--- src/sv/crr_pkg.sv ---
// Shared constants, types and codes for the copy-on-write block request router.
`timescale 1ns / 1ps

package crr_pkg;

	// Geometry of the store
	localparam int BLOCK_BYTES = 4096;
	localparam int MAP_BLOCKS  = 65536;
	localparam int MAX_CHUNKS  = 64;

	// Fixed field widths
	localparam int OFF_W     = 28;
	localparam int CNT_W     = 18;
	localparam int SIZE_W    = 29;
	localparam int BLKN_W    = 16;
	localparam int BOFFO_W   = 12;
	localparam int CHUNK_W   = 13;
	localparam int SVB_W     = 13;
	localparam int ACT_W     = 3;
	localparam int STAT_W    = 2;
	localparam int CFG_IDX_W = 2;

	// Derived widths
	localparam int BOFF_W = $clog2(BLOCK_BYTES);
	localparam int LEN_W  = BOFF_W + 1;
	localparam int CUR_W  = OFF_W + 1;
	localparam int CMP_W  = (CUR_W > SIZE_W) ? CUR_W : SIZE_W;
	localparam int SPAN_W = CNT_W + 2;
	localparam int MAP_W  = $clog2(MAP_BLOCKS);

	// Present bitmap is kept as rows of bits in a RAM
	localparam int ROW_BITS  = 32;
	localparam int ROW_SEL_W = $clog2(ROW_BITS);
	localparam int ROWS      = MAP_BLOCKS / ROW_BITS;
	localparam int ROW_W     = $clog2(ROWS);

	// Request queue between front and back
	localparam int Q_DEPTH = 2;
	localparam int Q_PTR_W = $clog2(Q_DEPTH);
	localparam int Q_CNT_W = $clog2(Q_DEPTH + 1);

	// Stream payload widths
	localparam int IN_TDATA_W  = ((OFF_W + CNT_W + 7) / 8) * 8;
	localparam int OUT_DATA_W  = BLKN_W + BOFFO_W + CHUNK_W + SVB_W;
	localparam int OUT_TDATA_W = ((OUT_DATA_W + 7) / 8) * 8;
	localparam int OUT_TUSER_W = ACT_W + STAT_W;

	typedef enum logic [ACT_W-1:0] {
		ACT_OV_READ    = 3'd0,
		ACT_ORIG_READ  = 3'd1,
		ACT_FULL_WRITE = 3'd2,
		ACT_SEED_OV    = 3'd3,
		ACT_SEED_ORIG  = 3'd4,
		ACT_NONE       = 3'd5
	} act_t;

	typedef enum logic [STAT_W-1:0] {
		STAT_OK    = 2'd0,
		STAT_WPROT = 2'd1,
		STAT_RANGE = 2'd2
	} stat_t;

	typedef enum logic [CFG_IDX_W-1:0] {
		CFG_ORIG_SIZE  = 2'd0,
		CFG_HAS_ORIG   = 2'd1,
		CFG_OV_PRESENT = 2'd2,
		CFG_WPROT      = 2'd3
	} cfg_idx_t;

	typedef enum logic [1:0] {
		BK_CLEAR,
		BK_IDLE,
		BK_ISSUE,
		BK_DECIDE
	} bk_state_t;

	typedef struct packed {
		logic [SIZE_W-1:0] orig_size;
		logic              has_orig;
		logic              ov_present;
		logic              wprot;
	} cfg_t;

	// One classified request waiting for the back end
	typedef struct packed {
		logic             func;
		logic [OFF_W-1:0] off;
		logic [CNT_W-1:0] cnt;
		logic             special;
		stat_t            status;
	} req_t;

	// One command leaving the block
	typedef struct packed {
		logic [BLKN_W-1:0]  blk;
		logic [BOFFO_W-1:0] boff;
		logic [CHUNK_W-1:0] chunk;
		act_t               act;
		logic [SVB_W-1:0]   svb;
		stat_t              status;
		logic               last;
	} res_t;

endpackage

--- src/sv/crr_queue.sv ---
// Short request queue between the front and the back end.
`timescale 1ns / 1ps

module crr_queue (
	input  logic          clk,
	input  logic          arst_n,
	input  logic          push,
	input  crr_pkg::req_t push_data,
	output logic          full,
	input  logic          pop,
	output logic          empty,
	output crr_pkg::req_t head
);

	crr_pkg::req_t                 slot_q [crr_pkg::Q_DEPTH];
	logic [crr_pkg::Q_PTR_W-1:0]   wr_ptr_q;
	logic [crr_pkg::Q_PTR_W-1:0]   rd_ptr_q;
	logic [crr_pkg::Q_CNT_W-1:0]   count_q;

	assign full  = count_q == crr_pkg::Q_CNT_W'(crr_pkg::Q_DEPTH);
	assign empty = count_q == '0;
	assign head  = slot_q[rd_ptr_q];

	// Entry storage
	always_ff @(posedge clk) begin
		if (push) begin
			slot_q[wr_ptr_q] <= push_data;
		end
	end

	// Pointers and fill count
	always_ff @(posedge clk or negedge arst_n) begin
		if (!arst_n) begin
			wr_ptr_q <= '0;
			rd_ptr_q <= '0;
			count_q  <= '0;
		end else begin
			if (push) begin
				wr_ptr_q <= (wr_ptr_q == crr_pkg::Q_PTR_W'(crr_pkg::Q_DEPTH - 1)) ?
					'0 : wr_ptr_q + crr_pkg::Q_PTR_W'(1);
			end
			if (pop) begin
				rd_ptr_q <= (rd_ptr_q == crr_pkg::Q_PTR_W'(crr_pkg::Q_DEPTH - 1)) ?
					'0 : rd_ptr_q + crr_pkg::Q_PTR_W'(1);
			end
			if (push && !pop) begin
				count_q <= count_q + crr_pkg::Q_CNT_W'(1);
			end else if (pop && !push) begin
				count_q <= count_q - crr_pkg::Q_CNT_W'(1);
			end
		end
	end

endmodule

--- config.mk ---
export PLATFORM = sky130hd
export DESIGN_NAME = crr_queue
export DESIGN_NICKNAME = d
export VERILOG_FILES = /design/src/sv/crr_pkg.sv /design/src/sv/crr_queue.sv
export SDC_FILE = /design/constraint.sdc
export NUM_CORES = 1
export LEC_CHECK = 0
export ABC_CLOCK_PERIOD_IN_PS = 3900
export BUFFER_PORTS_ARGS = -buffer_cell sky130_fd_sc_hd__buf_4
export CORE_UTILIZATION = 50
export DETAILED_ROUTE_END_ITERATION = 8
export GPL_TIMING_DRIVEN = 0
export PLACE_DENSITY_LB_ADDON = 0.05
export SLEW_MARGIN = 25
export SYNTH_ARGS = -nofsm -noshare
export SYNTH_HDL_FRONTEND = slang
export SYNTH_SLANG_ARGS = --single-unit
--- constraint.sdc ---
create_clock -name clk -period 3.9 [get_ports clk]
set_input_delay 0.78 -clock clk [delete_from_list [all_inputs] [get_ports clk]]
set_output_delay 0.78 -clock clk [all_outputs]
set_load 0.05 [all_outputs]
==> results of run 1 <==
worst max-delay path by stage:
stage	to	slack, ns	from
floorplan	slot_q[0][0]	0.44	push
global placement	slot_q[0][31]	-0.99	push
detailed placement	head[32]	1.96	rd_ptr_q
CTS	head[32]	1.55	rd_ptr_q
global route	head[48]	1.51	rd_ptr_q
finish	head[18]	1.58	rd_ptr_q
area by class of cell:
class,count,area share
flip-flops and latches,104,0.5871
multi-input cells,61,0.1589
repair buffers,108,0.1634
clock inverters,5,0.01989
well taps,102,0.02415
clock buffers,11,0.02486
plain buffers,6,0.02107
inverters,1,0.0007102
registers in the layout, summed over array words and instances, names as in the netlist:
| signal | count |
|---|---|
| slot_q | 100 |
| wr_ptr_q | 1 |
| rd_ptr_q | 1 |
| count_q | 2 |
worst max-delay path, cell delays in order, from the launching register on:
cell,delay [ns]
dfrtp_1,0.39
buf_6,0.15
buf_12,0.15
mux2_4,0.30
buf_4,0.19
power breakdown:
| part | switching (mW) | total, mW | leakage (nW) | internal [mW] |
|---|---|---|---|---|
| combinational | 1.27 | 2.13 | 1.05 | 0.858 |
| sequential | 0.0648 | 1.55 | 0.985 | 1.48 |
| clock | 0.340 | 0.767 | 0.110 | 0.427 |
cells by family after synthesis:
family / share of synthesized area
xor gates and xnor gates: 0.01082
adders and majority gates: 0.003091
buffers and inverters: 0.02844
DFF: 0.7666
muxes: 0.1845
and+or+nand+nor: 0.006493
stage by stage:
step	utilization	hold WS, ns	power [mW]
after detailed placement	0.6500	0.4948	3.727
final	0.6804	0.1991	4.443
after CTS	0.6804	0.1815	4.494
after global routing	0.6804	0.1708	4.609
after global placement	0.6390	0.4691	3.678
after floorplan	-	0.4555	3.191
per-layer routing:
layer  track usage  share of wire  vias up
met5             0              0        -
met4       0.05859          0.015        0
met3       0.05307          0.063        9
met2        0.2556           0.52       62
met1        0.1760           0.40      928
li1              -              -      904
layout by cell type (no fill, tap or decap), drive strengths merged:
master / n
clkinvlp: 2
inv: 1
buf: 114
clkbuf: 11
nor2: 2
mux2: 50
dfrtp: 4
and2: 1
edfxtp: 100
xor2: 4
bufinv: 3
xnor2: 1
nor2b: 2
ha: 1
==> impl_metrics.csv, run 1 <==
group,metric,value,unit
detailed_routing,routedWlPerCell,15.14,µm
timing,finalSetupViolations,0,
synthesis,synthCells,172,
clock_network,cts_tree,"built",
clock_network,cts_setup_buffers,0,
critical_path,path_max_fanout,10,
timing,clock.fmax,0.4311,GHz
floorplanning,start_util,0.5211,
final_layout,fillers,546,
synthesis,synthTopCellsByArea,"edfxtp_1 (74%), mux2_4 (18%), buf_12 (2.5%)",
detailed_routing,drc,0,
critical_path,r2r_end,"slot_q[0][48]",
synthesis,yosys-top-cells-count,"edfxtp_1 (100), mux2_4 (49), buf_12 (5)",
placed_design,placedCellCount,382,
synthesis,synthArstFlopShare,0.03846,
power,power_density,840.6,mW/mm²
min_path,hold_class,"input pin to asynchronous set/reset pin",
floorplanning,pin_count,106,
timing,slew_violations,0,
clock_network,numClockSinks,104,
critical_path,cp.required,3.12,ns
clock_network,clockBufferDepth,2,
power,p_leak,2.144,nW
synthesis,yosys_warnings,0,
timing,skew,0.005454,ns
synthesis,syn_avg_cell_area,23.53,µm²
detailed_routing,vias,1903,
final_layout,ff_latch_area,0.003103,mm²
clock_network,htreeDepth,3,
floorplanning,die_w,91.98,µm
critical_path,start_kind,"flip-flop",
detailed_routing,initialDrtViolationCount,41,
floorplanning,die_h,91.98,µm
detailed_routing,dr.pass1.iters,4,
synthesis,yosys.area.top_type,"edfxtp_1",
timing,tightest_slew,0.2346,ns
synthesis,synth_ff_type,"edfxtp_1",
timing,maxSlewHeadroom,0.8436,
timing,post-route-period-util,0.5948,
synthesis,syn-cell-area,0.004048,mm²
critical_path,critPathCaptureType,"primary output",
timing,fin_crit,2.320,ns
synthesis,synth.ff_latch_count,104,
timing,fin_tns_setup,0,ns
grt,grt_start_max_net_pins,46,
clock_network,ctsHoldBuffers,0,
critical_path,worstReg2RegStart,"wr_ptr_q",
critical_path,arrival,1.54,ns
final_layout,layout-drive-gt1-share,0.6081,
placed_design,place_ws,1.959,ns
placed_design,place_area,0.005049,mm²
outcome,outcome,"completed",
power,ir_drop,0.4260,mV
synthesis,synth-edff-count,100,
clock_network,root_buffer,"clkbuf_8",
placed_design,port_buffers,105,
final_layout,stdcell_area,0.005285,mm²
grt,overflow,0,
grt,antenna_found_initial,0,
critical_path,r2r.worst_path.cells,3,
grt,grt_util_all_layers,0.1509,
critical_path,crit_type,"flip-flop to primary output",
clock_network,cts-buffers-inserted,9,
final_layout,final_cells,398,
job,cap_violations,0,
synthesis,synth_most_common_cell,"edfxtp_1",
clock_network,path_clk_slew,0.09,ns
final_layout,multi_input_area,839.6,µm²
clock_network,cts_resized,0,
grt,grt_pass1_wl,9315,µm
final_layout,areaGrowthSynthToFinish,30.57,%
detailed_routing,vias_per_cell,4.781,
critical_path,r2r_slack,2.50,ns
floorplanning,core_area,0.007767,mm²
detailed_routing,routed_wl,6025,µm
synthesis,netlist.area_leader.share,0.7419,
timing,finalHoldViolCount,0,
clock_network,clk_latency,0.36,ns
placed_design,hpwl,4085,µm
detailed_routing,antenna_left,0,
final_layout,final_nets,346,
synthesis,yosysSeqAreaShare,0.7666,
synthesis,synth.distinct_cells,13,
grt,first_global_vias,1943,
floorplanning,dieArea,0.008459,mm²
final_layout,n_antenna_cell,0,
placed_design,gp_congestion,0.6532,
timing,worst_slack,1.580,ns
floorplanning,rows,32,
timing,grt_setup_unrepaired,"false",
synthesis,synth_nets,227,
No activity file was read; power rests on OpenSTA's default activity.
==> run 2, diff against run 1 <==
Settings changed: ABC_AREA set to 1, ABC_CLOCK_PERIOD_IN_PS 3900 to 2300.
Clock period 3.9 ns to 2.3 ns, I/O delays scaled along.
==> run 2 against run 1 <==
  * Global-route usage up 0.29 points
  * Clock-buffer cell count up 1
  * Die area up 0.48%
  * Combinational power up 69%
  * Core utilization down 1.0 points
==> impl_metrics.csv, run 2 <==
group,metric,value,unit
synthesis,synthTopCellsByArea,"edfxtp_1 (74%), mux2_4 (18%), buf_12 (2.5%)",
placed_design,port_buffers,105,
critical_path,crit_type,"flip-flop to primary output",
synthesis,syn_avg_cell_area,22.47,µm²
clock_network,cts_tree,"built",
timing,fin_crit,1.982,ns
final_layout,final_nets,355,
clock_network,clockBufferDepth,2,
final_layout,reg_top3,"slot_q: 100 flops, count_q: 2 flops",
synthesis,synth.distinct_cells,14,
synthesis,synth-edff-count,100,
grt,grt_pass1_wl,9653,µm
synthesis,netlist.area_leader.share,0.7382,
detailed_routing,dr.pass1.iters,4,
final_layout,layout-drive-gt1-share,0.5836,
placed_design,place_ws,0.6810,ns
final_layout,n_antenna_cell,0,
power,ir_drop,0.8898,mV
synthesis,synth_ff_type,"edfxtp_1",
final_layout,final_cells,407,
clock_network,clk_latency,0.34,ns
critical_path,path_max_fanout,10,
critical_path,start_kind,"flip-flop",
detailed_routing,initialDrtViolationCount,91,
timing,slew_violations,0,
critical_path,critPathMaxStageDelay,0.38,ns
synthesis,synth_most_common_cell,"edfxtp_1",
critical_path,critPathCaptureType,"primary output",
timing,finalSetupViolations,0,
synthesis,synthArstFlopShare,0.03846,
detailed_routing,routedWlPerCell,15.21,µm
critical_path,cp.required,1.84,ns
synthesis,yosys.area.top_type,"edfxtp_1",
synthesis,yosys_warnings,0,
final_layout,top_register,"slot_q",
clock_network,htreeDepth,3,
power,power_density,1390,mW/mm²
timing,finalHoldViolCount,0,
timing,fin_tns_setup,0,ns
final_layout,layout_commonest_cell,"buf_4",
critical_path,cp-startpoint,"rd_ptr_q",
synthesis,synth_nets,236,
grt,antenna_found_initial,0,
grt,grt_start_max_net_pins,51,
floorplanning,die_w,92.20,µm
final_layout,fillers,563,
clock_network,numClockSinks,104,
timing,maxSlewHeadroom,0.5685,
detailed_routing,routed_wl,6190,µm
final_layout,multi_input_area,834.6,µm²
final_layout,largest_register_ffs,100,
critical_path,r2r.worst_path.cells,2,
synthesis,yosysSeqAreaShare,0.7628,
synthesis,synth.ff_latch_count,104,
grt,overflow,0,
final_layout,final_cell_mix,"buf_4 (105), edfxtp_1 (100), mux2_4 (49)",
timing,grt_setup_unrepaired,"false",
timing,tightest_slew,0.6473,ns
floorplanning,start_util,0.5210,
floorplanning,dieArea,0.008500,mm²
critical_path,worstReg2RegStart,"wr_ptr_q",
timing,timing.hold.ws,0.2938,ns
critical_path,slowest_stage,"dfrtp_1",
placed_design,hpwl,4122,µm
timing,worst_slack,0.3178,ns
floorplanning,pin_count,106,
clock_network,path_clk_slew,0.09,ns
critical_path,arrival,1.52,ns
floorplanning,die_h,92.20,µm
final_layout,ff_latch_area,0.003103,mm²
job,cap_violations,0,
min_path,hold_start,"push_data[12]",
detailed_routing,vias,1961,
critical_path,r2r_slack,0.88,ns
final_layout,areaGrowthSynthToFinish,28.67,%
detailed_routing,drc,0,
timing,clock.fmax,0.5045,GHz
power,p_leak,2.142,nW
timing,post-route-period-util,0.8618,
synthesis,syn-cell-area,0.004068,mm²
clock_network,root_buffer,"clkbuf_8",
outcome,outcome,"completed",
grt,first_global_vias,1967,
floorplanning,rows,32,
placed_design,placedCellCount,390,
synthesis,synthCells,181,
detailed_routing,vias_per_cell,4.818,
synthesis,yosys-top-cells-count,"edfxtp_1 (100), mux2_4 (49), inv_1 (7)",
min_path,hold_class,"input pin to flip-flop",
grt,grt_util_all_layers,0.1538,
detailed_routing,antenna_left,0,
floorplanning,core_area,0.007807,mm²
min_path,hold_depth,1,
placed_design,gp_congestion,0.6374,
timing,skew,0.006245,ns
critical_path,crit_chain,"buf_6 > buf_12 > mux2_4 > buf_4",
clock_network,cts-buffers-inserted,9,
-- run 2: cell count changes after synthesis, sizes merged --
cell   before  now
inv         1    7
nand2       0    5
nor2b       2    0
xor2        4    2
and2        1    0
nand3       0    1
nand4       0    1
nor2        2    3
-- run 2: layer usage --
metal / vias up / part of all wire / global-route usage
met1: 963 / 0.40 / 0.1816
met3: 9 / 0.053 / 0.04146
met2: 60 / 0.53 / 0.2643
met4: 0 / 0.013 / 0.06641
met5: - / 0 / 0
li1: 929 / - / -
-- run 2: path summary, 6_finish.rpt --
kind	endpoint
max reg2reg	slot_q[1][10]
min in group asynchronous	wr_ptr_q
min reg2reg	count_q[1]
max in group asynchronous	rd_ptr_q
max	head[47]
min	slot_q[0][12]
-- run 2: layout make-up --
class,instances,share of cell area
timing repair buffer,108,0.1616
sequential,104,0.5929
clock buffer,12,0.02582
buffer,6,0.02128
tap,102,0.02438
multi-input combinational,64,0.1595
clock inverter,4,0.009084
inverter,7,0.005498
-- run 2: logic make-up after synthesis --
| kind of cell | count (synthesis) | share of synthesized area |
|---|---|---|
| buf+inv | 13 | 0.03384 |
| simple gates | 10 | 0.01015 |
| mux | 50 | 0.1836 |
| flops | 104 | 0.7628 |
| fa+ha+maj | 1 | 0.003075 |
| xor+xnor | 3 | 0.006461 |
-- run 2: through the flow --
stage / util / total power, mW / instance area, µm²
5_1_grt: 0.6704 / 7.583 / 5234
6_report: 0.6704 / 7.274 / 5234
2_1_floorplan: - / 5.408 / 4070
4_1_cts: 0.6704 / 7.360 / 5234
3_5_place_dp: 0.6457 / 6.306 / 5041
3_3_place_gp: 0.6386 / 6.239 / 4986
-- run 2: critical path: cells and delay by family (launching register included) --
family | cells | cell delay (ns)
DFF | 1 | 0.38
buffers and inverters | 3 | 0.51
muxes | 1 | 0.30
-- run 2: repair_timing --
| action | 4_1_cts | 5_1_grt |
|---|---|---|
| hold endpoints to repair | 4 | 0 |
| buffers inserted | 0 | 0 |
| hold buffers | 1 | 0 |
| resized for setup | 0 | 0 |
-- run 2: power breakdown --
part	total, mW	internal, mW	switching (mW)
Combinational	3.59	1.42	2.17
Clock	1.06	0.502	0.555
Sequential	2.62	2.51	0.110
Total	7.27	4.44	2.83
==> run 3, diff against run 2 <==
Settings changed: ABC_AREA 1 to not set, CORE_UTILIZATION 50 to 52.
==> run 3 against run 2 <==
  * Sequential power about the same
  * Flip-flop and latch count unchanged
  * Via count down 2.8%
  * Non-clock buffer count unchanged
  * Worst hold slack worse by 0.0087 ns
  * Combinational power about the same
  * First-iteration DRC count down 13%
  * Wire length down 4.0%
  * Die area down 4.2%
  * Clock skew up 0.0021 ns
  * Clock-buffer cell count down 3
  * Critical path type unchanged
==> impl_metrics.csv, run 3 (same netlist as run 1, synthesis figures left out) <==
group,metric,value,unit
outcome,outcome,"completed",
final_layout,areaGrowthSynthToFinish,28.59,%
timing,finalSetupViolations,0,
power,p_seq_frac,0.365,
floorplanning,start_util,0.5492,
timing,slew_violations,0,
clock_network,cts_setup_buffers,0,
detailed_routing,routedWlPerCell,15.04,µm
floorplanning,core_area,0.007370,mm²
clock_network,clockBufferDepth,2,
critical_path,path_max_fanout,10,
power,total_power,7.196,mW
clock_network,cts_resized,0,
final_layout,top_register,"slot_q",
timing,post-route-period-util,0.8652,
floorplanning,dieArea,0.008141,mm²
placed_design,placedCellCount,378,
placed_design,place_area,0.005025,mm²
final_layout,layout-drive-gt1-share,0.6081,
grt,overflow,0,
final_layout,n_antenna_cell,0,
critical_path,cp-startpoint,"rd_ptr_q",
timing,clock.fmax,0.5025,GHz
floorplanning,pin_count,106,
power,clock_power_share,0.137,
critical_path,crit_type,"flip-flop to primary output",
final_layout,layout_commonest_cell,"buf_4",
critical_path,r2r_end,"slot_q[1][28]",
critical_path,start_kind,"flip-flop",
detailed_routing,antenna_left,0,
critical_path,r2r_slack,0.88,ns
power,ir_drop,0.7115,mV
critical_path,critPathCaptureType,"primary output",
critical_path,r2r.worst_path.cells,1,
power,power_density,1382,mW/mm²
final_layout,final_core_util,0.7063,
timing,tightest_slew,0.6754,ns
final_layout,stdcell_area,0.005205,mm²
grt,first_global_vias,1928,
final_layout,final_nets,346,
final_layout,largest_register_ffs,100,
critical_path,arrival,1.53,ns
final_layout,final_cell_mix,"buf_4 (105), edfxtp_1 (100), mux2_4 (49)",
clock_network,cts_tree,"built",
floorplanning,die_h,90.23,µm
min_path,hold_class,"input pin to flip-flop",
grt,grt_start_max_net_pins,51,
clock_network,cts-buffers-inserted,9,
clock_network,numClockSinks,104,
timing,worst_slack,0.3100,ns
timing,skew,0.008359,ns
power,switching_share,0.3962,
timing,finalHoldViolCount,0,
placed_design,gp_congestion,0.6560,
placed_design,port_buffers,105,
floorplanning,rows,31,
detailed_routing,drc,0,
grt,grt_pass1_wl,9308,µm
placed_design,place_ws,0.6852,ns
grt,grt_util_all_layers,0.1559,
detailed_routing,vias,1906,
final_layout,fillers,499,
grt,antenna_found_initial,0,
power,combPwrFrac,0.499,
power,p_leak,2.113,nW
detailed_routing,routed_wl,5940,µm
detailed_routing,dr.pass1.iters,4,
placed_design,hpwl,3968,µm
final_layout,reg_top3,"slot_q: 100 flops, count_q: 2 flops",
clock_network,htreeDepth,3,
power,p_int,4.345,mW
critical_path,cp.required,1.84,ns
critical_path,worstReg2RegStart,"wr_ptr_q",
clock_network,ctsHoldBuffers,1,
clock_network,path_clk_slew,0.10,ns
clock_network,root_buffer,"clkbuf_8",
floorplanning,die_w,90.23,µm
clock_network,clk_latency,0.35,ns
timing,grt_setup_unrepaired,"false",
final_layout,final_cells,395,
detailed_routing,initialDrtViolationCount,79,
job,cap_violations,0,
timing,maxSlewHeadroom,0.5498,
timing,fin_crit,1.990,ns
critical_path,crit_end,"head[28]",
power,switching_power,2.851,mW
detailed_routing,vias_per_cell,4.825,
## run 3: cell count changes in the layout (fill, tap and decap cells not counted), moves of 2 or more
cell / change
inv_1: -5
nand2_1: -5
clkbuf_1: -3
inv_6: +2
xor2_1: +2
## run 3: final cells by class
type	instances	area, µm²	area share
flip-flops and latches	104	3103	0.5962
repair buffers	108	853.3	0.1639
multi-input cells	61	839.6	0.1613
clock buffers	9	123.9	0.02380
well taps	99	123.9	0.02380
plain buffers	6	111.4	0.02139
clock inverters	7	46.29	0.008894
inverters	1	3.754	0.0007212
## run 3: worst min path at each step
stage                        startpoint            end  slack, ns  cells past startpoint
final                     push_data[34]  slot_q[0][34]       0.29                      1
after CTS                 push_data[44]  slot_q[1][44]       0.27                      1
after global placement           arst_n     count_q[1]       0.26                      1
after detailed placement         arst_n     count_q[1]       0.26                      1
after floorplan                  arst_n     count_q[0]       0.16                      0
after global routing      push_data[46]  slot_q[0][46]       0.26                      1
## run 3: worst max-delay path, cell delays in order, from the launching register on
cell	delay (ns)
dfrtp_1	0.38
buf_6	0.15
buf_12	0.15
mux2_4	0.30
buf_4	0.19
## run 3: stage by stage
stage | TNS, ns | hold slack [ns]
after detailed placement | 0 | 0.2610
final | 0 | 0.2851
after CTS | 0 | 0.2698
after floorplan | 0 | 0.1644
after global placement | -61.08 | 0.2597
after global routing | 0 | 0.2635
## run 3: power by group through the flow
stage | logic (mW) | clock network (mW) | registers [mW]
after CTS | 3.64 | 1.01 | 2.63
after global placement | 3.54 | 0 | 2.67
final | 3.59 | 0.983 | 2.62
after global routing | 3.73 | 1.07 | 2.66
after detailed placement | 3.63 | 0 | 2.67
after floorplan | 2.75 | 0 | 2.65
## run 3: per-layer routing
metal,routed length (µm),vias to the layer above,track usage
li1,-,909,-
met1,2423,923,0.1774
met2,3087,66,0.2716
met3,324,8,0.04146
met4,105,0,0.07661
met5,0,-,0
