==> src/sv/crr_pkg.sv <==
// Shared constants, types and codes for the copy-on-write block request router.
`timescale 1ns / 1ps

package crr_pkg;

	// Geometry of the store
	localparam int BLOCK_BYTES = 4096;
	localparam int MAP_BLOCKS  = 65536;
	localparam int MAX_CHUNKS  = 64;

	// Fixed field widths
	localparam int OFF_W     = 28;
	localparam int CNT_W     = 18;
	localparam int SIZE_W    = 29;
	localparam int BLKN_W    = 16;
	localparam int BOFFO_W   = 12;
	localparam int CHUNK_W   = 13;
	localparam int SVB_W     = 13;
	localparam int ACT_W     = 3;
	localparam int STAT_W    = 2;
	localparam int CFG_IDX_W = 2;

	// Derived widths
	localparam int BOFF_W = $clog2(BLOCK_BYTES);
	localparam int LEN_W  = BOFF_W + 1;
	localparam int CUR_W  = OFF_W + 1;
	localparam int CMP_W  = (CUR_W > SIZE_W) ? CUR_W : SIZE_W;
	localparam int SPAN_W = CNT_W + 2;
	localparam int MAP_W  = $clog2(MAP_BLOCKS);

	// Present bitmap is kept as rows of bits in a RAM
	localparam int ROW_BITS  = 32;
	localparam int ROW_SEL_W = $clog2(ROW_BITS);
	localparam int ROWS      = MAP_BLOCKS / ROW_BITS;
	localparam int ROW_W     = $clog2(ROWS);

	// Request queue between front and back
	localparam int Q_DEPTH = 2;
	localparam int Q_PTR_W = $clog2(Q_DEPTH);
	localparam int Q_CNT_W = $clog2(Q_DEPTH + 1);

	// Stream payload widths
	localparam int IN_TDATA_W  = ((OFF_W + CNT_W + 7) / 8) * 8;
	localparam int OUT_DATA_W  = BLKN_W + BOFFO_W + CHUNK_W + SVB_W;
	localparam int OUT_TDATA_W = ((OUT_DATA_W + 7) / 8) * 8;
	localparam int OUT_TUSER_W = ACT_W + STAT_W;

	typedef enum logic [ACT_W-1:0] {
		ACT_OV_READ    = 3'd0,
		ACT_ORIG_READ  = 3'd1,
		ACT_FULL_WRITE = 3'd2,
		ACT_SEED_OV    = 3'd3,
		ACT_SEED_ORIG  = 3'd4,
		ACT_NONE       = 3'd5
	} act_t;

	typedef enum logic [STAT_W-1:0] {
		STAT_OK    = 2'd0,
		STAT_WPROT = 2'd1,
		STAT_RANGE = 2'd2
	} stat_t;

	typedef enum logic [CFG_IDX_W-1:0] {
		CFG_ORIG_SIZE  = 2'd0,
		CFG_HAS_ORIG   = 2'd1,
		CFG_OV_PRESENT = 2'd2,
		CFG_WPROT      = 2'd3
	} cfg_idx_t;

	typedef enum logic [1:0] {
		BK_CLEAR,
		BK_IDLE,
		BK_ISSUE,
		BK_DECIDE
	} bk_state_t;

	typedef struct packed {
		logic [SIZE_W-1:0] orig_size;
		logic              has_orig;
		logic              ov_present;
		logic              wprot;
	} cfg_t;

	// One classified request waiting for the back end
	typedef struct packed {
		logic             func;
		logic [OFF_W-1:0] off;
		logic [CNT_W-1:0] cnt;
		logic             special;
		stat_t            status;
	} req_t;

	// One command leaving the block
	typedef struct packed {
		logic [BLKN_W-1:0]  blk;
		logic [BOFFO_W-1:0] boff;
		logic [CHUNK_W-1:0] chunk;
		act_t               act;
		logic [SVB_W-1:0]   svb;
		stat_t              status;
		logic               last;
	} res_t;

endpackage

==> src/sv/crr_front.sv <==
// Front end: configuration registers, request intake and classification.
`timescale 1ns / 1ps

module crr_front (
	input  logic                               clk,
	input  logic                               arst_n,
	input  logic                               cfg_valid,
	input  logic [crr_pkg::CFG_IDX_W-1:0]      cfg_index,
	input  logic [crr_pkg::SIZE_W-1:0]         cfg_data,
	input  logic                               s_tvalid,
	output logic                               s_tready,
	input  logic [crr_pkg::IN_TDATA_W-1:0]     s_tdata,
	input  logic                               s_tuser,
	input  logic                               clr_done,
	input  logic                               q_full,
	output logic                               push,
	output crr_pkg::req_t                      push_data,
	output crr_pkg::cfg_t                      cfg
);

	crr_pkg::cfg_t               cfg_q;
	logic [crr_pkg::OFF_W-1:0]   off;
	logic [crr_pkg::CNT_W-1:0]   cnt;
	logic [crr_pkg::SPAN_W-1:0]  span;
	logic [crr_pkg::CUR_W-1:0]   last_byte;
	logic                        wr_rej;
	logic                        too_many;
	logic                        beyond;

	// Configuration writes, taken at any time
	always_ff @(posedge clk or negedge arst_n) begin
		if (!arst_n) begin
			cfg_q.orig_size  <= '0;
			cfg_q.has_orig   <= 1'b0;
			cfg_q.ov_present <= 1'b0;
			cfg_q.wprot      <= 1'b1;
		end else if (cfg_valid) begin
			unique case (crr_pkg::cfg_idx_t'(cfg_index))
				crr_pkg::CFG_ORIG_SIZE:  cfg_q.orig_size  <= cfg_data;
				crr_pkg::CFG_HAS_ORIG:   cfg_q.has_orig   <= cfg_data[0];
				crr_pkg::CFG_OV_PRESENT: cfg_q.ov_present <= cfg_data[0];
				crr_pkg::CFG_WPROT:      cfg_q.wprot      <= cfg_data[0];
				default: ;
			endcase
		end
	end

	assign cfg = cfg_q;

	// Unpack the item
	assign off = s_tdata[crr_pkg::OFF_W-1:0];
	assign cnt = s_tdata[crr_pkg::OFF_W+crr_pkg::CNT_W-1:crr_pkg::OFF_W];

	// Intake stops during the bitmap clear and when the queue is full
	assign s_tready = clr_done && !q_full;
	assign push     = s_tvalid && s_tready;

	// Range checks: chunk count and block of the last byte
	assign span = crr_pkg::SPAN_W'(off[crr_pkg::BOFF_W-1:0]) + crr_pkg::SPAN_W'(cnt)
		+ crr_pkg::SPAN_W'(crr_pkg::BLOCK_BYTES - 1);
	assign too_many  = (span >> crr_pkg::BOFF_W) > crr_pkg::SPAN_W'(crr_pkg::MAX_CHUNKS);
	assign last_byte = crr_pkg::CUR_W'(off) + crr_pkg::CUR_W'(cnt) - crr_pkg::CUR_W'(1);
	assign beyond    = (last_byte >> crr_pkg::BOFF_W) >= crr_pkg::CUR_W'(crr_pkg::MAP_BLOCKS);
	assign wr_rej    = s_tuser && (cfg_q.wprot || !cfg_q.ov_present);

	// Classify: rejected write first, then empty, then out of range
	always_comb begin
		push_data.func    = s_tuser;
		push_data.off     = off;
		push_data.cnt     = cnt;
		push_data.special = 1'b0;
		push_data.status  = crr_pkg::STAT_OK;
		if (wr_rej) begin
			push_data.special = 1'b1;
			push_data.status  = crr_pkg::STAT_WPROT;
		end else if (cnt == '0) begin
			push_data.special = 1'b1;
		end else if (too_many || beyond) begin
			push_data.special = 1'b1;
			push_data.status  = crr_pkg::STAT_RANGE;
		end
	end

endmodule

==> config.mk <==
export PLATFORM = sky130hd
export DESIGN_NAME = crr_front
export DESIGN_NICKNAME = d
export VERILOG_FILES = /design/src/sv/crr_pkg.sv /design/src/sv/crr_front.sv
export SDC_FILE = /design/constraint.sdc
export NUM_CORES = 1
export LEC_CHECK = 0
export ABC_CLOCK_PERIOD_IN_PS = 2500
export BUFFER_PORTS_ARGS = -buffer_cell sky130_fd_sc_hd__buf_2
export CORE_MARGIN = 5
export CORE_UTILIZATION = 36
export DETAILED_ROUTE_END_ITERATION = 8
export PLACE_DENSITY = 0.79
export SETUP_SLACK_MARGIN = 0.5
export SYNTH_ARGS = -nofsm -noshare
export SYNTH_HDL_FRONTEND = slang
export SYNTH_SLANG_ARGS = --single-unit
==> constraint.sdc <==
create_clock -name clk -period 2.5 [get_ports clk]
set_input_delay 0.125 -clock clk [delete_from_list [all_inputs] [get_ports clk]]
set_output_delay 0.125 -clock clk [all_outputs]
set_load 0.01 [all_outputs]
==> out/qor.yml, run 1 <==
clock_tree:
  clk_pin_slew_ns: 0.07
  clk_path_buf_depth: 2
  cts_tree: "done"
  numCtsBuffers: 5
  cts-root-buf: "clkbuf_8"
  cts.sink_count: 32
  insertion_delay_ns: 0.28
  h-tree-depth: 2
global_route:
  grt_max_degree: 33
  grt_use_met2_pct: 27.1
  grt_use_total_pct: 15.0
  grt_pass1_vias: 2704
  grt_pass1_wl_microns: 12200
  use_met3_pct: 5.24
  overflow: 0
  use_met1_pct: 16.3
  antenna_found_initial: 0
  grt.busiest_layer: "met2"
power:
  p_leak_nw: 2.16
  ir_drop_uv: 522
  p_per_area_nw_per_um2: 473
routing:
  drc: 0
  wl_per_cell_microns: 13.6
  dr.pass1.iters: 6
  vias: 2515
  final_antenna_net_count: 0
  routed_wl_microns: 7520
  via_per_inst: 4.56
  drt_iter0_markers: 29
yosys:
  synthTopCellsByCount: "inv_1 (81), buf_4 (48), ha_1 (44)"
  syn-cell-area_sq_um: 2840
  synthTopCellsByArea: "dfrtp_1 (27%), ha_1 (19%), buf_4 (13%)"
  synth-seq-cells: 32
  async_flop_share_pct: 100
  synthCells: 310
  yosys.area.top_type: "dfrtp_1"
  synth_top_area_share_pct: 27.3
  seq_area_frac_synth_pct: 28.3
  ys.flop_type: "dfrtp_1"
  synth.lib_cells_used.distinct: 36
  syn_nets: 440
  yosysMostFrequentCell: "inv_1"
  syn_area_per_cell_sq_um: 9.15
  synth-edff-count: 0
  synth_warnings: 0
setup_path:
  critPathTopFamily: "compound AO/OA/AOI/OAI gates"
  path_class: "in2out"
  crit_path_max_fanout: 3
  path_buf_inv: 4
  cp.required_ns: 2.38
  worstPathCellList: "buf_8 > inv_4 > ha_4 > inv_2 > ha_4 > and4_4 > and3_4 > a221o_1 > a311o_1 > mux2i_1 > a211o_1 > a21oi_2 > buf_2"
  startpoint_type: "primary input"
  crit_arrival_ns: 2.40
  crit_top_cell: "ha_4"
  critPathSlowestCell: "a311o_1"
  crit_path_end_kind: "output port"
  cp_slowest_stage_delay_ns: 0.34
sta:
  setup_viol: 2
  tightestPinTransition_ns: 0.678
  whs_ns: 0.0710
  fin_skew_ns: 0
  max_slew_margin_pct: 54.8
  setup_ws_ns: -0.0246
  rsz0062_at_grt: "true"
  hold_viol_final: 0
  maxSlewViolCount: 0
  max_freq_ghz: 0.396
  fin_crit_ns: 2.52
  fin_crit_sh_pct: 101
die:
  die_area_sq_um: 9750
  rows: 32
  coreArea_sq_um: 7690
  die_x_microns: 98.8
  ios: 170
  fp.dieH_microns: 98.8
  initial_core_util_pct: 36.9
placement:
  preCtsSetupSlack_ns: -0.143
  portBuffers: 167
  dp.final_hpwl_microns: 6460
  post_dp_cell_area_sq_um: 3670
  dp_cells: 541
  place.gp.congestion: 0.929
final_layout:
  num-nets-final: 578
  fin_cells: 551
  fin_area_sq_um: 3880
  drive_above_1_share_pct: 56.6
  utilization_pct: 50.4
  synthToLayoutAreaGrowth_pct: 36.7
  diodes: 0
  largest_reg_flops: 32
outcome:
  status: "complete, but fails checks"
  violations: "negative setup slack"
min_path:
  hold_class: "in2reg"
job:
  drv_cap: 0
[layout make-up]
class,instances,area [sq um]
fillers,714,3810
inverters,81,324
repair buffers,182,1010
clock buffers,6,82.6
flip-flops and latches,32,802
multi-input cells,146,1520
clock inverters,2,10.0
well taps,102,128
[cells by family (layout without fill, tap and decap cells)]
logic type	Yosys count	count (layout)	synth area share (%)
AO/OA/AOI/OAI	33	33	8.07
adder cells (fa/ha/maj)	44	44	19.4
buffers and inverters	132	271	23.8
flip-flops	32	32	28.3
multiplexers	33	33	13.1
AND/OR/NAND/NOR	36	36	7.37
[stage by stage]
step                      total power [W]  setup TNS, ns
after global routing              0.00197         -0.237
final                             0.00183        -0.0371
after CTS                         0.00184        -0.0893
after floorplan                   0.00113              0
after detailed placement          0.00142         -0.257
after global placement            0.00139         -0.243
[where the power goes]
group / internal (W) / switching, W
combinational: 0.000390 / 0.000371
clock: 0.000219 / 0.000184
sequential: 0.000619 / 0.0000523
total: 0.00123 / 0.000607
[cell usage in the layout (no fill, tap or decap), types with 7 or more instances in the layout]
cell type	n
buf_4	14
dfrtp_1	31
ha_1	33
inv_1	68
inv_2	8
mux2_2	32
o21ai_0	7
ha_4	11
buf_2	160
[worst paths after layout]
| kind | end | slack, ns | cells after the start | from |
|---|---|---|---|---|
| min in group asynchronous | cfg[16] | 0.41 | 2 | arst_n |
| max | push_data[1] | -0.02 | 13 | s_tdata[37] |
| min reg2reg | cfg[6] | 0.50 | 1 | cfg[6] |
| max reg2reg | cfg[15] | 1.73 | 1 | cfg[15] |
| min | cfg[6] | 0.07 | 2 | cfg_data[3] |
| max in group asynchronous | cfg[1] | 1.64 | 2 | arst_n |
[routing by layer]
layer	vias to the layer above	share of wire, %	wire (microns)
met3	12	12	903
li1	1244	-	-
met4	0	1.9	144
met5	-	0	0
met1	1127	37	2790
met2	132	49	3680
[repair_timing]
item	in CTS	in global routing
setup endpoints to repair	2	2
hold buffers	1	0
buffers inserted	1	0
hold endpoints to repair	31	0
pin swaps	10	4
gates resized for setup	12	7
(Power assumes the default switching activity.)
==> run 2: changes to the inputs <==
--- a/config.mk
+++ b/config.mk
@@ -6,11 +6,11 @@
 export NUM_CORES = 1
 export LEC_CHECK = 0
 export ABC_CLOCK_PERIOD_IN_PS = 2500
-export BUFFER_PORTS_ARGS = -buffer_cell sky130_fd_sc_hd__buf_2
 export CORE_MARGIN = 5
 export CORE_UTILIZATION = 36
 export DETAILED_ROUTE_END_ITERATION = 8
-export PLACE_DENSITY = 0.79
+export DONT_BUFFER_PORTS = 1
+export PLACE_DENSITY = 0.6
 export SETUP_SLACK_MARGIN = 0.5
 export SYNTH_ARGS = -nofsm -noshare
 export SYNTH_HDL_FRONTEND = slang
==> out/qor.yml, run 2 (same netlist as run 1, synthesis figures left out) <==
final_layout:
  drive_above_1_share_pct: 25.9
  fin_area_sq_um: 3270
  regArea_sq_um: 802
  num-nets-final: 434
  final_common_cell: "inv_1"
  final_cell_mix: "inv_1 (68), ha_1 (35), mux2_2 (32)"
  utilization_pct: 42.5
  largest_reg_flops: 32
  multiInputGateArea_sq_um: 1500
  diodes: 0
  synthToLayoutAreaGrowth_pct: 15.1
  filler_cell_count: 766
outcome:
  status: "finished clean"
setup_path:
  crit_arrival_ns: 2.34
  startpoint_type: "primary input"
  crit_path_max_fanout: 3
  cp.required_ns: 2.38
  crit_path_end_kind: "output port"
  path_class: "in2out"
routing:
  vias: 1967
  final_antenna_net_count: 0
  via_per_inst: 4.83
  dr.pass1.iters: 4
  drc: 0
  route.top_layer_used: "met4"
  drt_iter0_markers: 17
  route.met3.wl_microns: 607
  wl_per_cell_microns: 14.9
  routed_wl_microns: 6040
  wirelength_met1_microns: 2340
  wl_met2_microns: 3010
sta:
  fin_crit_ns: 2.46
  setup_ws_ns: 0.0388
  maxSlewViolCount: 0
  rsz0062_at_grt: "true"
  hold_viol_final: 0
  fin_crit_sh_pct: 98.4
  max_freq_ghz: 0.406
  fin_skew_ns: 0
  max_slew_margin_pct: 71.6
  tightestPinTransition_ns: 0.421
  setup_viol: 0
power:
  p_int_w: 0.00124
  p_sw_share_pct: 29.4
  clkPwrFrac_pct: 31.0
  ir_drop_uv: 541
  seqPwrFrac_pct: 42.5
  p_leak_nw: 1.59
  p_per_area_nw_per_um2: 536
  combPwrFrac_pct: 26.5
  switching_power_w: 0.000515
global_route:
  grt_use_total_pct: 12.4
  grt_pass1_wl_microns: 10100
  grt_pass1_vias: 2148
  overflow: 0
  grt_max_degree: 33
  antenna_found_initial: 0
placement:
  post_dp_cell_area_sq_um: 2780
  preCtsSetupSlack_ns: -0.0334
  portBuffers: 0
  dp.final_hpwl_microns: 4860
  place.gp.congestion: 0.827
die:
  die_area_sq_um: 9750
  ios: 170
  rows: 32
  initial_core_util_pct: 36.9
  die_x_microns: 98.8
  coreArea_sq_um: 7690
  fp.dieH_microns: 98.8
clock_tree:
  cts-root-buf: "clkbuf_8"
  numCtsBuffers: 5
  cts.sink_count: 32
  clk_pin_slew_ns: 0.07
  h-tree-depth: 2
  cts_tree: "done"
  clk_path_buf_depth: 2
  insertion_delay_ns: 0.28
job:
  drv_cap: 0
min_path:
  hold_class: "in2reg"
[run 2: cell count changes in the layout (fill, tap and decap cells not counted), moves of 2 or more]
cell           previous run  this run
buf_8                     3         0
buf_4                    14         6
ha_1                     33        35
dlygate4sd3_1             1        30
clkinv_2                  2         0
inv_4                     3         1
inv_6                     1         3
buf_6                     4         1
buf_2                   160         0
ha_4                     11         9
[run 2: area by class of cell]
type / instances / area share (%)
clock inverters: 1 / 0.920
flip-flops and latches: 32 / 24.6
inverters: 81 / 10.3
multi-input cells: 146 / 45.8
well taps: 102 / 3.91
clock buffers: 7 / 2.95
repair buffers: 38 / 11.5
[run 2: timing repair]
item                                   in CTS  in global routing
setup endpoints to repair                   2                  2
endpoints found under the hold margin      64                  0
setup buffers                               1                  0
hold buffers                               31                  0
gates resized for setup                     8                  1
gates cloned                                0                  0
pin swaps                                  11                  0
[run 2: worst paths after layout]
kind                           endpoint  slack, ns          from  cells past startpoint
setup / recovery           push_data[1]       0.04    s_tdata[9]                     13
hold / removal                   cfg[0]       0.08  cfg_index[0]                      2
setup reg to reg                 cfg[3]       1.65        cfg[3]                      1
hold reg to reg                 cfg[29]       0.59       cfg[29]                      1
max in group asynchronous        cfg[0]       1.97        arst_n                      2
min in group asynchronous       cfg[24]       0.29        arst_n                      2
[run 2: through the flow]
step | cells | TNS [ns] | power [W] | hold slack, ns
floorplan | 310 | 0 | 0.00113 | -0.171
global placement | 367 | -0.00880 | 0.00114 | -0.170
detailed placement | 367 | -0.0401 | 0.00116 | -0.170
CTS | 407 | 0 | 0.00177 | 0.0683
global route | 407 | -0.0968 | 0.00187 | 0.0748
finish | 407 | 0 | 0.00175 | 0.0775
[run 2: power by group through the flow]
| stage | Combinational, W | Clock [W] | Sequential [W] |
|---|---|---|---|
| after floorplan | 0.000405 | 0 | 0.000723 |
| after global placement | 0.000388 | 0 | 0.000754 |
| after detailed placement | 0.000404 | 0 | 0.000752 |
| after CTS | 0.000467 | 0.000554 | 0.000747 |
| after global routing | 0.000534 | 0.000578 | 0.000759 |
| final | 0.000465 | 0.000543 | 0.000744 |
[run 2: routing by layer]
| layer | global-route usage (%) | vias up |
|---|---|---|
| met2 | 21.8 | 105 |
| met1 | 13.9 | 902 |
| met3 | 4.53 | 6 |
| met5 | 0 | - |
| li1 | - | 954 |
| met4 | 4.10 | 0 |
[run 2: critical path: stages]
cell     delay, ns
inv_8         0.01
ha_4          0.24
inv_2         0.04
ha_4          0.21
buf_6         0.11
a21o_2        0.18
a21oi_2       0.10
and2b_1       0.18
a311o_1       0.37
buf_4         0.15
mux2i_1       0.11
a211o_1       0.31
a21oi_2       0.19
==> run 3: changes to the inputs <==
--- a/config.mk
+++ b/config.mk
@@ -5,12 +5,14 @@
 export SDC_FILE = /design/constraint.sdc
 export NUM_CORES = 1
 export LEC_CHECK = 0
-export ABC_CLOCK_PERIOD_IN_PS = 2500
+export ABC_CLOCK_PERIOD_IN_PS = 3000
+export CELL_PAD_IN_SITES_DETAIL_PLACEMENT = 0
+export CELL_PAD_IN_SITES_GLOBAL_PLACEMENT = 1
 export CORE_MARGIN = 5
 export CORE_UTILIZATION = 36
 export DETAILED_ROUTE_END_ITERATION = 8
 export DONT_BUFFER_PORTS = 1
-export PLACE_DENSITY = 0.6
+export PLACE_DENSITY = 0.74
 export SETUP_SLACK_MARGIN = 0.5
 export SYNTH_ARGS = -nofsm -noshare
 export SYNTH_HDL_FRONTEND = slang
==> constraint.sdc (replaced) <==
create_clock -name clk -period 3 [get_ports clk]
set_input_delay 0.15 -clock clk [delete_from_list [all_inputs] [get_ports clk]]
set_output_delay 0.15 -clock clk [all_outputs]
set_load 0.01 [all_outputs]
==> out/qor.yml, run 3 (same netlist as run 1, synthesis figures left out) <==
global_route:
  antenna_found_initial: 0
  grt_pass1_wl_microns: 9270
  grt_max_degree: 33
  grt_pass1_vias: 1956
  grt_use_total_pct: 11.7
  overflow: 0
setup_path:
  cp.required_ns: 2.85
  crit_path_max_fanout: 3
  crit_path_end_kind: "output port"
  startpoint_type: "primary input"
  crit_arrival_ns: 2.32
  path_class: "in2out"
die:
  ios: 170
  rows: 32
  die_area_sq_um: 9750
  fp.dieH_microns: 98.8
  coreArea_sq_um: 7690
  die_x_microns: 98.8
  initial_core_util_pct: 36.9
sta:
  tightestPinTransition_ns: 0.607
  max_slew_margin_pct: 59.0
  fin_crit_ns: 2.47
  whs_ns: 0.0198
  finalSetupTns_ns: 0
  fin_crit_sh_pct: 82.4
  fin_skew_ns: 0
  rsz0062_at_grt: "true"
  hold_viol_final: 0
  setup_viol: 0
  maxSlewViolCount: 0
  max_freq_ghz: 0.405
power:
  clkPwrFrac_pct: 29.1
  p_leak_nw: 1.45
  p_sw_share_pct: 29.8
  combPwrFrac_pct: 25.1
  p_int_w: 0.000945
  p_total_w: 0.00135
  switching_power_w: 0.000402
  p_per_area_nw_per_um2: 462
  ir_drop_uv: 348
  seqPwrFrac_pct: 45.8
final_layout:
  num-nets-final: 403
  drive_above_1_share_pct: 26.3
  synthToLayoutAreaGrowth_pct: 2.73
  final_common_cell: "inv_1"
  diodes: 0
  fin_cells: 376
  fin_area_sq_um: 2910
  final_cell_mix: "inv_1 (68), ha_1 (36), mux2_2 (32)"
  largest_reg_flops: 32
clock_tree:
  cts-root-buf: "clkbuf_8"
  clk_path_buf_depth: 2
  clk_pin_slew_ns: 0.07
  h-tree-depth: 2
  numCtsBuffers: 5
  cts.sink_count: 32
  cts_tree: "done"
  insertion_delay_ns: 0.28
placement:
  dp_cells: 362
  post_dp_cell_area_sq_um: 2610
  place.gp.congestion: 0.812
  portBuffers: 0
  dp.final_hpwl_microns: 4860
routing:
  final_antenna_net_count: 0
  routed_wl_microns: 5830
  drc: 0
  dr.pass1.iters: 4
  drt_iter0_markers: 28
  wl_per_cell_microns: 15.5
  vias: 1862
  via_per_inst: 4.95
job:
  drv_cap: 0
min_path:
  hold_class: "in2reg"
outcome:
  status: "finished clean"
run 3: cell count changes in the layout (fill, tap and decap cells not counted), sizes merged:
cell and delta:
buf -4, clkbuf -1, clkinv +1, dlygate4sd3 -27
run 3: repair_timing:
action                                  in CTS  in global routing
endpoints found under the setup margin       2                  2
pin swaps                                   17                  2
gates cloned                                 0                  0
hold buffers                                 2                  2
setup buffers                                2                  0
resized for setup                           32                  0
endpoints found under the hold margin       32                  1
run 3: path summary, 6_finish.rpt:
kind	slack (ns)	endpoint	startpoint	cells past startpoint
max in group asynchronous	2.46	cfg[0]	arst_n	2
worst min register to register	0.58	cfg[24]	cfg[24]	1
min in group asynchronous	0.31	cfg[2]	arst_n	2
worst max register to register	2.18	cfg[1]	cfg[1]	1
worst min-delay path	0.02	cfg[22]	cfg_data[19]	1
worst max-delay path	0.53	push_data[2]	s_tdata[10]	11
run 3: stage by stage:
step / util (%) / worst slack (ns)
after CTS: 37.6 / 0.474
after global routing: 37.9 / 0.435
after floorplan: - / 0.520
after global placement: 33.9 / 0.340
after detailed placement: 33.9 / 0.328
final: 37.9 / 0.528
run 3: area by class of cell:
type	count	area [sq um]
Sequential cell	32	802
Multi-Input combinational cell	146	1480
Inverter	81	324
Timing Repair Buffer	7	72.6
Clock buffer	6	72.6
Clock inverter	2	35.0
Fill cell	800	4770
Tap cell	102	128
run 3: power groups by stage:
stage	clock network, W	logic (W)	registers, W
CTS	0.000403	0.000339	0.000620
finish	0.000392	0.000338	0.000616
global placement	0	0.000286	0.000626
detailed placement	0	0.000295	0.000624
floorplan	0	0.000313	0.000603
global route	0.000429	0.000390	0.000629
run 3: layer usage:
| metal | part of all wire (%) | GRT usage (%) | up-vias |
|---|---|---|---|
| met5 | 0 | 0 | - |
| met4 | 1.6 | 3.68 | 0 |
| met3 | 11 | 5.59 | 11 |
| met2 | 48 | 19.7 | 88 |
| met1 | 39 | 13.2 | 864 |
| li1 | - | - | 899 |
run 3: worst max-delay path, cell delays in order:
cell and delay (ns):
inv_4 0.02, ha_4 0.25, inv_2 0.04, ha_4 0.21, and4_4 0.18, and3_4 0.14, a221o_1 0.31, a311o_1 0.36
a21o_1 0.22, a311oi_2 0.26, nand3b_1 0.19
